## src/u8fc_pkg.sv

```systemverilog
`timescale 1ns / 1ps
// ----------------------------------------------------------------------------
// u8fc_pkg
// Shared types, constants and the accent lookup for the UTF-8 font decoder.
// ----------------------------------------------------------------------------
package u8fc_pkg;

    localparam int TABLE_LEN   = 30;
    localparam int MAP_ENTRIES = 30;
    localparam int MAP_USED    = (MAP_ENTRIES < TABLE_LEN) ? MAP_ENTRIES : TABLE_LEN;

    localparam logic [7:0] QMARK      = 8'd63;
    localparam logic [7:0] TERMINATOR = 8'd0;

    localparam logic [15:0] ACCENT_POINT [TABLE_LEN] = '{
        16'h00E1, 16'h00E0, 16'h00E2, 16'h00E3, 16'h00E9, 16'h00EA,
        16'h00ED, 16'h00F3, 16'h00F4, 16'h00F5, 16'h00FA, 16'h00E7,
        16'h00C1, 16'h00C0, 16'h00C2, 16'h00C3, 16'h00C9, 16'h00CA,
        16'h00CD, 16'h00D3, 16'h00D4, 16'h00D5, 16'h00DA, 16'h00C7,
        16'h00F1, 16'h00D1, 16'h00FC, 16'h00DC, 16'h00BF, 16'h00A1
    };

    localparam logic [7:0] ACCENT_FONT [TABLE_LEN] = '{
        8'd130, 8'd131, 8'd132, 8'd133, 8'd134, 8'd135,
        8'd136, 8'd137, 8'd138, 8'd139, 8'd140, 8'd141,
        8'd142, 8'd143, 8'd144, 8'd145, 8'd146, 8'd147,
        8'd148, 8'd149, 8'd150, 8'd151, 8'd152, 8'd153,
        8'd154, 8'd155, 8'd156, 8'd157, 8'd158, 8'd159
    };

    typedef struct packed {
        logic [7:0] font_code;
        logic       last;
    } t_result;

    // Up to two results per source byte
    typedef struct packed {
        logic [1:0] count;
        t_result    res0;
        t_result    res1;
    } t_dec_out;

    // Parallel compare against the table; the earliest entry wins
    function automatic logic [7:0] lookup_point(input logic [20:0] point);
        logic [7:0] font;
        font = QMARK;
        for (int k = TABLE_LEN - 1; k >= 0; k--) begin
            if (k < MAP_USED && point == {5'd0, ACCENT_POINT[k]}) begin
                font = ACCENT_FONT[k];
            end
        end
        return font;
    endfunction

endpackage

```

## src/u8fc_decode.sv

```systemverilog
`timescale 1ns / 1ps
// ----------------------------------------------------------------------------
// u8fc_decode
// Sequence state and the single-pass decode of one held byte into 0..2 results.
// ----------------------------------------------------------------------------
module u8fc_decode (
    input  logic               i_clk,
    input  logic               i_rst_n,
    input  logic               i_take,
    input  logic [7:0]         i_byte,
    input  logic [9:0]         i_max_chars,
    output u8fc_pkg::t_dec_out o_dec
);
    import u8fc_pkg::*;

    logic [1:0]  r_pending;
    logic [20:0] r_acc;
    logic [9:0]  r_chars;
    logic [1:0]  n_pending;
    logic [20:0] n_acc;
    logic [9:0]  n_chars;
    logic [20:0] acc_shift;
    logic        do_lead;
    logic        lead_hit;
    t_result     lead_res;
    t_dec_out    dec;

    assign acc_shift = {r_acc[14:0], i_byte[5:0]};

    always_comb begin
        dec       = '0;
        n_pending = r_pending;
        n_acc     = r_acc;
        n_chars   = r_chars;
        do_lead   = 1'b0;
        lead_hit  = 1'b0;
        lead_res  = '0;

        if (r_pending != 2'd0) begin
            if (i_byte[7:6] == 2'b10) begin
                n_acc     = acc_shift;
                n_pending = r_pending - 2'd1;
                if (r_pending == 2'd1) begin
                    dec.count          = 2'd1;
                    dec.res0.font_code = lookup_point(acc_shift);
                    n_chars            = r_chars + 10'd1;
                    n_acc              = '0;
                end
            end else begin
                // sequence cut short: '?' and the byte goes round again as a lead
                dec.count          = 2'd1;
                dec.res0.font_code = QMARK;
                n_chars            = r_chars + 10'd1;
                n_pending          = 2'd0;
                n_acc              = '0;
                do_lead            = 1'b1;
            end
        end else begin
            do_lead = 1'b1;
        end

        if (do_lead) begin
            if (i_byte == 8'd0) begin
                lead_hit  = 1'b1;
                lead_res  = '{font_code: TERMINATOR, last: 1'b1};
                n_chars   = '0;
                n_pending = 2'd0;
                n_acc     = '0;
            end else if (n_chars >= i_max_chars) begin
                lead_hit = 1'b0;
            end else if (i_byte[7] == 1'b0) begin
                lead_hit = 1'b1;
                lead_res = '{font_code: i_byte, last: 1'b0};
                n_chars  = n_chars + 10'd1;
            end else if (i_byte[7:5] == 3'b110) begin
                n_acc     = {16'd0, i_byte[4:0]};
                n_pending = 2'd1;
            end else if (i_byte[7:4] == 4'b1110) begin
                n_acc     = {17'd0, i_byte[3:0]};
                n_pending = 2'd2;
            end else if (i_byte[7:3] == 5'b11110) begin
                n_acc     = {18'd0, i_byte[2:0]};
                n_pending = 2'd3;
            end else begin
                lead_hit = 1'b1;
                lead_res = '{font_code: QMARK, last: 1'b0};
                n_chars  = n_chars + 10'd1;
            end

            if (lead_hit) begin
                if (dec.count == 2'd0) begin
                    dec.res0 = lead_res;
                end else begin
                    dec.res1 = lead_res;
                end
                dec.count = dec.count + 2'd1;
            end
        end
    end

    assign o_dec = dec;

    always_ff @(posedge i_clk) begin
        if (!i_rst_n) begin
            r_pending <= '0;
            r_acc     <= '0;
            r_chars   <= '0;
        end else if (i_take) begin
            r_pending <= n_pending;
            r_acc     <= n_acc;
            r_chars   <= n_chars;
        end
    end

endmodule

```

## src/u8fc_out_queue.sv

```systemverilog
`timescale 1ns / 1ps
// ----------------------------------------------------------------------------
// u8fc_out_queue
// Two-entry result queue; takes one or two results a cycle, head is registered.
// ----------------------------------------------------------------------------
module u8fc_out_queue (
    input  logic              i_clk,
    input  logic              i_rst_n,
    input  logic [1:0]        i_push_count,
    input  u8fc_pkg::t_result i_data0,
    input  u8fc_pkg::t_result i_data1,
    input  logic              i_pop,
    output logic [1:0]        o_room,
    output logic              o_valid,
    output u8fc_pkg::t_result o_head
);
    import u8fc_pkg::*;

    logic [1:0] r_count;
    t_result    r_slot0;
    t_result    r_slot1;
    logic [1:0] n_count;
    t_result    n_slot0;
    t_result    n_slot1;
    logic [1:0] kept;

    // room counts the entry leaving this cycle
    assign kept   = r_count - {1'b0, i_pop};
    assign o_room = 2'd2 - kept;

    always_comb begin
        n_slot0 = i_pop ? r_slot1 : r_slot0;
        n_slot1 = r_slot1;
        if (i_push_count != 2'd0) begin
            if (kept == 2'd0) begin
                n_slot0 = i_data0;
            end else begin
                n_slot1 = i_data0;
            end
        end
        if (i_push_count == 2'd2) begin
            n_slot1 = i_data1;
        end
        n_count = kept + i_push_count;
    end

    always_ff @(posedge i_clk) begin
        if (!i_rst_n) begin
            r_count <= '0;
        end else begin
            r_count <= n_count;
        end
    end

    always_ff @(posedge i_clk) begin
        r_slot0 <= n_slot0;
        r_slot1 <= n_slot1;
    end

    assign o_valid = (r_count != 2'd0);
    assign o_head  = r_slot0;

endmodule

```

## src/utf8_to_font_code_decoder_top.sv

```systemverilog
`timescale 1ns / 1ps
// ----------------------------------------------------------------------------
// utf8_to_font_code_decoder_top
// UTF-8 byte stream to font codes, with accent mapping and a length limit.
//
//   channel | direction | handshake          | payload
//   --------+-----------+--------------------+---------------------------
//   in      | sink      | i_in_valid/o_in_stall  | i_in_byte
//   out     | source    | o_out_valid/i_out_stall| o_font_code, o_last
//   cfg     | sink      | i_cfg_valid/o_cfg_ready| i_cfg_data (max_chars)
//
// One byte a cycle when not stalled for queue room: input register, one decode
// pass, two-entry result queue. The result queue head is registered.
// A byte giving two results leaves the queue full at full output rate; the next
// such byte then stalls until room frees, so each extra result holds back input.
// Reset is synchronous; max_chars returns to 63 and all sequence state clears.
// ----------------------------------------------------------------------------
module utf8_to_font_code_decoder_top (
    input  logic       i_clk,
    input  logic       i_rst_n,
    input  logic       i_in_valid,
    output logic       o_in_stall,
    input  logic [7:0] i_in_byte,
    output logic       o_out_valid,
    input  logic       i_out_stall,
    output logic [7:0] o_font_code,
    output logic       o_last,
    input  logic       i_cfg_valid,
    output logic       o_cfg_ready,
    input  logic [9:0] i_cfg_data
);
    import u8fc_pkg::*;

    logic       r_in_valid;
    logic [7:0] r_in_byte;
    logic [9:0] r_max_chars;
    logic       take;
    logic       pop;
    logic [1:0] room;
    t_dec_out   dec;
    t_result    head;

    assign o_cfg_ready = 1'b1;

    always_ff @(posedge i_clk) begin
        if (!i_rst_n) begin
            r_max_chars <= 10'd63;
        end else if (i_cfg_valid && o_cfg_ready) begin
            r_max_chars <= i_cfg_data;
        end
    end

    assign pop        = o_out_valid && !i_out_stall;
    assign take       = r_in_valid && (room >= dec.count);
    assign o_in_stall = r_in_valid && !take;

    always_ff @(posedge i_clk) begin
        if (!i_rst_n) begin
            r_in_valid <= 1'b0;
        end else if (!o_in_stall) begin
            r_in_valid <= i_in_valid;
        end
    end

    always_ff @(posedge i_clk) begin
        if (i_in_valid && !o_in_stall) begin
            r_in_byte <= i_in_byte;
        end
    end

    u8fc_decode u_decode (
        .i_clk       (i_clk),
        .i_rst_n     (i_rst_n),
        .i_take      (take),
        .i_byte      (r_in_byte),
        .i_max_chars (r_max_chars),
        .o_dec       (dec)
    );

    u8fc_out_queue u_out_queue (
        .i_clk        (i_clk),
        .i_rst_n      (i_rst_n),
        .i_push_count (take ? dec.count : 2'd0),
        .i_data0      (dec.res0),
        .i_data1      (dec.res1),
        .i_pop        (pop),
        .o_room       (room),
        .o_valid      (o_out_valid),
        .o_head       (head)
    );

    assign o_font_code = head.font_code;
    assign o_last      = head.last;

    // held byte must survive a stall in the decode stage
    a_hold_stage: assert property (@(posedge i_clk) disable iff (!i_rst_n)
        (r_in_valid && !take) |=> (r_in_valid && $stable(r_in_byte)))
        else $error("decode stage lost its byte while stalled");

    a_last_is_zero: assert property (@(posedge i_clk) disable iff (!i_rst_n)
        (o_out_valid && o_last) |-> (o_font_code == TERMINATOR))
        else $error("terminator result carries a non-zero code");

    a_empty_room: assert property (@(posedge i_clk) disable iff (!i_rst_n)
        !o_out_valid |-> (room == 2'd2))
        else $error("empty queue reports less than full room");

    a_no_overfill: assert property (@(posedge i_clk) disable iff (!i_rst_n)
        take |-> (dec.count <= room))
        else $error("decode pushed more results than the queue holds");

endmodule
```

## config.mk

```make
export PLATFORM = sky130hd
export DESIGN_NAME = utf8_to_font_code_decoder_top
export DESIGN_NICKNAME = d
export VERILOG_FILES = /design/src/u8fc_pkg.sv /design/src/u8fc_decode.sv /design/src/u8fc_out_queue.sv /design/src/utf8_to_font_code_decoder_top.sv
export SDC_FILE = /design/constraint.sdc
export NUM_CORES = 1
export LEC_CHECK = 0
export ABC_AREA = 1
export BUFFER_PORTS_ARGS = -buffer_cell sky130_fd_sc_hd__buf_4
export CAP_MARGIN = 30
export CELL_PAD_IN_SITES_DETAIL_PLACEMENT = 0
export CELL_PAD_IN_SITES_GLOBAL_PLACEMENT = 2
export CORE_UTILIZATION = 35
export DETAILED_ROUTE_END_ITERATION = 8
export HOLD_SLACK_MARGIN = 0.1
export PLACE_DENSITY_LB_ADDON = 0.1
export SLEW_MARGIN = 20
export SYNTH_ARGS = -nofsm -noshare
export SYNTH_HDL_FRONTEND = slang
export SYNTH_SLANG_ARGS = --single-unit
```

## constraint.sdc

```tcl
create_clock -name i_clk -period 12.49 [get_ports i_clk]
set_clock_uncertainty 0.15 [all_clocks]
set_input_delay 0.6245 -clock i_clk [delete_from_list [all_inputs] [get_ports i_clk]]
set_output_delay 0.6245 -clock i_clk [all_outputs]
set_load 0.005 [all_outputs]
```

==> reports/metrics.yaml, run 1 <==
grt_max_degree: 29
worst_path_most_repeated_cell: "nand2_1"
ant_nets: 0
ys_seq_elements: 66
rows: 42
cts.repair.resized: 0
setup_tns_ns: 0
core_um2: 13400
gp_congestion: 0.905
slowest_stage: "nor2_2"
die_x_um: 120
synth.most_common_cell: "nand2_1"
clock.fmax_mhz: 154
p_per_area_nw_per_um2: 167
ys_async_sr_fraction: 0
synth_common_cells: "nand2_1, inv_1, nor2_1"
slew_headroom: 0.447
n_antenna_cell: 0
io_buffers: 33
leakage_nw: 2.38
ir_drop_uv: 82.4
path_delay_family: "simple AND/OR/NAND/NOR gates"
yosys.area.top_type: "dfxtp_1"
tightest_slew_ns: 0.829
synth_top_area_share: 0.201
yosysUniqueCellTypes: 52
synth_area_um2: 4880
fillerInstances: 1483
yosys_warnings: 0
first_iter_violations: 387
routed_wl_um: 14700
hold_viol: 0
clock_sinks: 66
clk_latency_ns: 0.34
die_h_um: 120
crit_type: "reg2reg"
drc: 0
clock_path_buffers: 2
nNetsFinal: 796
crit_buf_inv: 7
avgSynthCellArea_um2: 6.72
synth_edf_count: 17
ios: 35
hold_path.class: "reg2reg"
cp_max_fo: 26
grt_usage: 0.220
arrival_ns: 6.63
via_count: 4871
area_delta_synth_final_pct: 13.7
fin_ws_ns: 5.98
htreeDepth: 3
cts_tree: "done"
ys.flop_type: "dfxtp_1"
cp_data_required_time_ns: 12.61
status: "finished, final reports clean"
routedWlPerCell_um: 15.7
first_global_vias: 4733
drive_gt1_frac: 0.124
start_kind: "register"
post_drt_via_cell_ratio: 5.22
antenna_found_initial: 0
syn_inst: 726
ys_seq_area_frac: 0.306
grt_pass1_wl_um: 24400
dieArea_um2: 14400
critPathCaptureType: "register"
setup_viol: 0
drt-pass1-iter-count: 5
dp_slack_ns: 5.67
final_core_util: 0.414
fin_crit_sh: 0.521
rsz0062_at_grt: "false"
overflow: 0
start_util: 0.364
layout.cells.non_filler: 934
final_max_slew_viol_count: 0
root_buffer: "clkbuf_16"
cts_hold_buf: 0
drv_cap: 0
cts_setup_buffers: 0
min_period_ns: 6.51
cts_buffers: 9
max_stage_delay_ns: 0.69
clkSlewWorstSetupHoldPaths_ns: 0.06
syn-num-nets: 769
dp.cells: 917
hpwl_um: 11700
synth.area.top_cells: "dfxtp_1, nand2_1, edfxtp_1"
-- power breakdown --
group	total, W	switching, W	internal, W
clock	0.000228	0.0000944	0.000134
combinational	0.000398	0.000264	0.000135
sequential	0.000300	0.0000309	0.000269
-- worst reg2reg max path, delay by kind of cell, from the launching register on --
| family | cells | cell delay [ns] |
|---|---|---|
| AOI/OAI and AO/OA | 7 | 1.09 |
| buffers and inverters | 7 | 1.05 |
| adders and majority gates | 4 | 1.16 |
| DFF | 1 | 0.33 |
| and+or+nand+nor | 13 | 2.68 |
-- through the flow --
| stage | power [W] | cell area (µm²) | hold slack [ns] |
|---|---|---|---|
| 4_1_cts | 0.000937 | 5540 | 0.303 |
| 2_1_floorplan | 0.000579 | 4880 | 0.285 |
| 3_3_place_gp | 0.000702 | 5270 | 0.309 |
| 5_1_grt | 0.00101 | 5540 | 0.302 |
| 6_report | 0.000926 | 5540 | 0.316 |
| 3_5_place_dp | 0.000704 | 5270 | 0.310 |
-- cell type report --
class	instances	area (µm²)	area share
Inverter	119	453	0.0817
Clock buffer	11	233	0.0420
Multi-Input combinational cell	520	2840	0.512
Tap cell	176	220	0.0397
Timing Repair Buffer	37	278	0.0501
Sequential cell	66	1490	0.269
Clock inverter	5	30.0	0.00542
-- kinds of logic after synthesis --
logic type | count (synthesis) | share of synthesized area
and+or+nand+nor | 341 | 0.319
AOI/OAI and AO/OA | 148 | 0.184
buffers and inverters | 140 | 0.112
DFF | 66 | 0.306
adders and majority gates | 20 | 0.0513
xor gates and xnor gates | 10 | 0.0272
other | 1 | 0.000769
-- placed cells by master, fill, tap and decap left out, drive strengths merged --
cell type	Yosys	routed
nand2	159	159
inv	116	117
nor2	85	85
nand3	58	58
dfxtp	49	49
a21oi	49	49
o21ai	49	49
buf	8	37
ha	20	20
edfxtp	17	17
nand4	17	17
nor3	15	15
o211ai	12	12
clkbuf	13	11
a31oi	8	8
xor2	7	7
o32ai	6	6
a32o	6	6
clkinv	3	6
a2111oi	5	5
or2	4	4
xnor2	3	3
o22ai	3	3
o31ai	3	3
nor4	2	2
a211oi	2	2
o21a	2	2
a41oi	1	1
nand3b	1	1
a221oi	1	1
a31o	1	1
conb	1	1
clkinvlp	0	1
-- routing by layer --
metal  part of all wire  track usage
met2               0.46        0.351
met1               0.48        0.285
met5                  0            0
met4              0.029       0.0969
met3              0.038       0.0456
-- final timing paths --
path,from,to,slack [ns],cells past startpoint
setup / recovery,u_decode.r_pending[1],u_decode.r_chars[5],5.98,31
hold / removal,r_max_chars[8],r_max_chars[8],0.32,2
setup reg to reg,u_decode.r_pending[1],u_decode.r_chars[5],5.98,31
hold reg to reg,r_max_chars[8],r_max_chars[8],0.32,2
-- state kept, by name, summed over array words and instances (netlist names), 2 cells and up --
name and count:
u_decode.r_pending 2, u_out_queue.r_count 2, u_decode.r_chars 10, u_out_queue.o_head 9
u_out_queue.r_slot1 9, r_in_byte 8, u_decode.r_acc 15, r_max_chars 10
(Power assumes the default switching activity.)
==> inputs of run 2 (changes only) <==
ABC_AREA = 0   (was 1)
clock period = 6.33 ns   (was 12.49 ns; I/O delays follow)
==> reports/metrics.yaml, run 2 <==
synth.most_common_cell: "dfxtp_1"
setup_viol: 0  # unchanged
cts.repair.resized: 0  # unchanged
post_drt_via_cell_ratio: 5.43  # +4.1%
cts_hold_buf: 19  # +19
io_buffers: 33  # unchanged
min_to: "r_max_chars[0]"
first_iter_violations: 237  # -39%
crit_path_start: "u_decode.r_pending[0]"
whs_path_depth: 2  # unchanged
ir_drop_uv: 135  # +64%
fin_crit_sh: 0.918  # +0.397
nNetsFinal: 598  # -25%
fillerInstances: 1287  # -13%
ys.flop_type: "dfxtp_1"
clk_latency_ns: 0.34  # about the same
yosys.area.top_type: "dfxtp_1"
antenna_found_initial: 0  # unchanged
hpwl_um: 9230  # -21%
rows: 40  # -4.8%
synth_top_area_share: 0.220  # +0.0186
final_common_cell: "dfxtp_1"
final_core_util: 0.435  # +0.0209
die_x_um: 115  # -4.3%
via_count: 3952  # -19%
slew_headroom: 0.437  # -0.00943
clkSlewWorstSetupHoldPaths_ns: 0.06  # about the same
grt_usage: 0.203  # -0.0173
routed_wl_um: 12300  # -16%
root_buffer: "clkbuf_16"
regMostFlops: "u_decode.r_acc"
clock_path_buffers: 2  # unchanged
clock_sinks: 66  # unchanged
drc: 0  # unchanged
drive_gt1_frac: 0.139  # +0.0153
grt_max_degree: 27  # -6.9%
ys_seq_area_frac: 0.334  # +0.0283
synth.area.top_cells: "dfxtp_1, edfxtp_1, ha_1"
multi_input_area_um2: 2670  # -6.0%
cts_setup_buffers: 0  # unchanged
ys_async_sr_fraction: 0  # unchanged
overflow: 0  # unchanged
avgSynthCellArea_um2: 8.58  # +28%
setup_tns_ns: 0  # unchanged
clock.fmax_mhz: 172  # +12%
cts_buffers: 9  # unchanged
synth_common_cells: "dfxtp_1, nand2_1, nor2_1"
die_h_um: 115  # -4.3%
routedWlPerCell_um: 16.9  # +7.5%
cp_data_required_time_ns: 6.17  # -6.44 ns
drt-pass1-iter-count: 4  # -1
fin_ws_ns: 0.521  # -5.46 ns
n_antenna_cell: 0  # unchanged
crit_type: "reg2reg"
rr_worst_depth: 21  # -32%
start_util: 0.365  # +0.00161
worstReg2RegStart: "u_decode.r_pending[0]"
syn_inst: 520  # -28%
status: "finished, final reports clean"
start_kind: "register"
arrival_ns: 5.65  # -0.98 ns
ant_nets: 0  # unchanged
regArea_um2: 1490  # unchanged
cts_tree: "done"
r2r-end: "u_out_queue.r_slot1[8]"
dieArea_um2: 13200  # -8.3%
hold_viol: 0  # unchanged
synth_edf_count: 17  # unchanged
htreeDepth: 3  # unchanged
yosys_warnings: 0  # unchanged
min_period_ns: 5.81  # -0.698 ns
ys_seq_elements: 66  # unchanged
critPathCaptureType: "register"
cp_max_fo: 11  # -58%
gp_congestion: 0.849  # -6.2%
grt_pass1_wl_um: 20500  # -16%
tightest_slew_ns: 0.843  # +0.0133 ns
final_max_slew_viol_count: 0  # unchanged
ios: 35  # unchanged
yosysUniqueCellTypes: 79  # +52%
hold_path.class: "in2reg"
drv_cap: 0  # unchanged
dp_slack_ns: 0.555  # -5.11 ns
core_um2: 12200  # -8.9%
first_global_vias: 3861  # -18%
reg2reg_setup_slack_ns: 0.52  # -5.46 ns
syn-num-nets: 563  # -27%
hp-start: "i_rst_n"
synth_area_um2: 4460  # -8.5%
reg.largest.list: "u_decode.r_acc: 15 flops, r_max_chars: 10 flops, u_decode.r_chars: 10 flops"
leakage_nw: 2.12  # -11%
largest_reg_flops: 15  # unchanged
area_delta_synth_final_pct: 18.9
rsz0062_at_grt: "false"
final_cell_mix: "dfxtp_1, buf_4, nand2_1"
p_per_area_nw_per_um2: 397  # +140%
run 2: cell count changes after synthesis, moves of 9 or more:
cell	change
nor2_1	-42
a22o_1	+15
nand3_1	-42
buf_2	+9
and2_1	+9
inv_1	-72
inv_2	-11
a21oi_1	-25
xnor2_1	+12
nand2_1	-117
nor2b_1	+17
o21ai_0	-21
mux2i_1	+14
run 2: how the worst max path moves through the flow:
| stage | slack [ns] | cells after the start | endpoint |
|---|---|---|---|
| floorplan | 0.92 | 23 | u_out_queue.r_slot1[0] |
| global placement | 0.73 | 22 | u_out_queue.r_slot1[4] |
| detailed placement | 0.55 | 21 | u_out_queue.r_slot1[5] |
| CTS | 0.51 | 21 | u_out_queue.r_slot1[4] |
| global route | 0.06 | 21 | u_out_queue.r_slot1[4] |
| finish | 0.52 | 21 | u_out_queue.r_slot1[8] |
run 2: cell type report:
cell class              instances  area share
repair buffers                 60      0.0938
well taps                     168      0.0396
multi-input cells             386       0.503
flip-flops and latches         66       0.281
inverters                      32      0.0226
clock inverters                 7      0.0177
clock buffers                   9      0.0424
run 2: cell families after synthesis:
group | count (synthesis) | synth area share
flip-flops | 66 | 0.334
AND/OR/NAND/NOR | 187 | 0.233
other | 1 | 0.000840
adder cells (fa/ha/maj) | 20 | 0.0561
multiplexers | 19 | 0.0446
XOR/XNOR | 20 | 0.0392
AO/OA/AOI/OAI | 139 | 0.225
buffers and inverters | 68 | 0.0678
run 2: where the power goes:
group	switching (W)	leakage [nW]	internal, W
sequential	0.000103	0.562	0.000539
combinational	0.000528	1.40	0.000402
clock	0.000189	0.153	0.000344
total	0.000820	2.12	0.00128
run 2: per-stage QoR:
stage	instances	hold WS, ns	instance area (µm²)	power, W
2_1_floorplan	520	0.265	4460	0.00129
5_1_grt	728	0.161	5310	0.00227
3_5_place_dp	693	0.309	4800	0.00157
6_report	728	0.138	5310	0.00210
3_3_place_gp	692	0.308	4790	0.00157
4_1_cts	728	0.135	5310	0.00212
run 2: metal layers:
metal  vias up  GRT usage  part of all wire
li1       1987          -                 -
met1      1862      0.285              0.51
met2        85      0.299              0.43
met3        18     0.0380             0.042
met4         0     0.0952             0.023
met5         -          0                 0
run 2: critical path, stage by stage (launching register included):
cell and delay (ns):
dfxtp_1 0.41, ha_1 0.42, nor3b_2 0.09, buf_4 0.19, or4_1 0.52, xor2_1 0.26
inv_1 0.12, ha_1 0.23, a2111oi_0 0.29, o221ai_1 0.24, a21oi_2 0.20, nand2b_1 0.14
ha_1 0.28, mux2i_2 0.22, inv_1 0.08, ha_1 0.27, nand2b_1 0.10, a21oi_1 0.09
nand2b_1 0.27, nor4b_1 0.35, buf_4 0.19, a21o_1 0.35
==> inputs of run 3 (changes only) <==
CTS_CLUSTER_DIAMETER = 60   (was default)
PLACE_DENSITY_LB_ADDON = 0.05   (was 0.1)
==> reports/metrics.yaml, run 3 (same netlist as run 2, synthesis figures left out) <==
antenna_found_initial: 0  # unchanged
routedWlPerCell_um: 16.8  # -0.33%
reg.largest.list: "u_decode.r_acc: 15 flops, r_max_chars: 10 flops, u_decode.r_chars: 10 flops"
hp-start: "i_rst_n"
cp_data_required_time_ns: 6.34  # +0.17 ns
clock_path_buffers: 2  # unchanged
final_core_util: 0.436  # +0.000922
hold_path.class: "in2reg"
crit_type: "reg2reg"
hpwl_um: 9090  # -1.4%
slowest_stage: "or4_1"
start_util: 0.365  # unchanged
dp.cells: 695  # +0.29%
overflow: 0  # unchanged
post_drt_via_cell_ratio: 5.48  # +1.0%
hold_viol: 0  # unchanged
cp_max_fo: 9  # -2
io_buffers: 33  # unchanged
die_h_um: 115  # unchanged
grt_pass1_wl_um: 20400  # -0.50%
ir_drop_uv: 167  # +24%
routed_wl_um: 12300  # about the same
slew_headroom: 0.506  # +0.0685
root_buffer: "clkbuf_16"
first_iter_violations: 281  # +19%
max_stage_delay_ns: 0.54  # +0.02 ns
regMostFlops: "u_decode.r_acc"
drt-pass1-iter-count: 5  # +1
cts_tree: "done"
core_um2: 12200  # unchanged
whs_path_depth: 2  # unchanged
multi_input_area_um2: 2680  # +0.23%
setup_viol: 0  # unchanged
n_antenna_cell: 0  # unchanged
largest_reg_flops: 15  # unchanged
worstReg2RegStart: "u_decode.r_pending[0]"
path_cells: "ha_1 > nor3b_4 > or4_1 > xor2_1 > inv_1 > ha_1 > a2111oi_0 > o221ai_1 > a21oi_2 > nand2b_1 > ha_1 > mux2i_2 > inv_1 > ha_1 > nand2b_1 > a21oi_1 > nand2b_1 > nor4b_1 > buf_4 > or3_1 > o22ai_1"
rows: 40  # unchanged
clock_sinks: 66  # unchanged
clock.fmax_mhz: 173  # +0.34%
dp_slack_ns: 0.359  # -0.196 ns
final_max_slew_viol_count: 0  # unchanged
ant_nets: 0  # unchanged
via_count: 4008  # +1.4%
layout.cells.non_filler: 731  # +0.41%
drv_cap: 0  # unchanged
p_per_area_nw_per_um2: 390  # -1.6%
htreeDepth: 3  # unchanged
grt_max_degree: 27  # unchanged
fin_area_um2: 5320  # +0.21%
area_delta_synth_final_pct: 19.2
status: "finished, final reports clean"
leakage_nw: 2.12  # +0.24%
placed_area_um2: 4810  # +0.31%
setup_tns_ns: 0  # unchanged
ios: 35  # unchanged
grt_usage: 0.202  # -0.00112
final_common_cell: "dfxtp_1"
worst_path_most_repeated_cell: "ha_1"
critPathCaptureType: "register"
drc: 0  # unchanged
nNetsFinal: 601  # +0.50%
rsz0062_at_grt: "false"
clkSlewWorstSetupHoldPaths_ns: 0.06  # about the same
clk_latency_ns: 0.34  # about the same
final_cell_mix: "dfxtp_1, buf_4, nand2_1"
first_global_vias: 3829  # -0.83%
dieArea_um2: 13200  # unchanged
tightest_slew_ns: 0.723  # -0.120 ns
start_kind: "register"
fin_crit_sh: 0.915  # -0.00310
arrival_ns: 5.80  # +0.15 ns
regArea_um2: 1490  # unchanged
crit_path_start: "u_decode.r_pending[0]"
drive_gt1_frac: 0.146  # +0.00636
min_period_ns: 5.79  # -0.0196 ns
die_x_um: 115  # unchanged
gp_congestion: 0.830  # -2.2%
rr_worst_depth: 21  # unchanged
cts_buffers: 9  # unchanged
fin_ws_ns: 0.541  # +0.0196 ns
fillerInstances: 1232  # -4.3%
-- run 3: changes by cell type in the layout (fill, tap and decap cells not counted) --
cell and change:
buf_4 +3, inv_6 +2, bufinv_16 -1, clkinv_1 -1
clkinv_4 -1, clkinvlp_4 +1, nor3b_2 -1, nor3b_4 +1
-- run 3: path summary, 6_finish.rpt --
check                                end  slack [ns]
setup / recovery  u_out_queue.r_slot1[6]        0.54
setup reg to reg  u_out_queue.r_slot1[6]        0.54
hold / removal            r_max_chars[0]        0.14
hold reg to reg      u_decode.r_chars[9]        0.33
-- run 3: worst max-delay path, delay by kind of cell (launching register included) --
family          cells  cell delay (ns)
flops               1             0.42
mux                 1             0.21
compound gates      5             1.21
buf+inv             3             0.38
fa+ha+maj           4             1.24
xor+xnor            1             0.28
simple gates        7             1.72
-- run 3: per-layer routing --
metal / global-route usage / part of all wire
met2: 0.298 / 0.43
met1: 0.296 / 0.52
met3: 0.0380 / 0.039
met4: 0.0606 / 0.012
met5: 0 / 0
-- run 3: report_power, final --
part	switching [W]	internal, W
registers	0.0000937	0.000539
logic	0.000533	0.000404
clock network	0.000198	0.000307
-- run 3: through the flow --
step           total power [W]  hold slack (ns)
2_1_floorplan          0.00129            0.265
3_3_place_gp           0.00156            0.308
3_5_place_dp           0.00156            0.312
4_1_cts                0.00209            0.130
5_1_grt                0.00225            0.151
6_report               0.00208            0.142
-- run 3: layout make-up --
type / count / area share
Timing Repair Buffer: 63 / 0.0979
Clock buffer: 9 / 0.0423
Sequential cell: 66 / 0.280
Inverter: 32 / 0.0226
Clock inverter: 7 / 0.0143
Tap cell: 168 / 0.0395
Multi-Input combinational cell: 386 / 0.503
-- run 3: timing repair --
item | 4_1_cts | 5_1_grt
gates resized for setup | 0 | 1
hold buffers | 19 | 0
setup buffers | 0 | 1
setup endpoints to repair | 0 | 47
endpoints found under the hold margin | 19 | 0
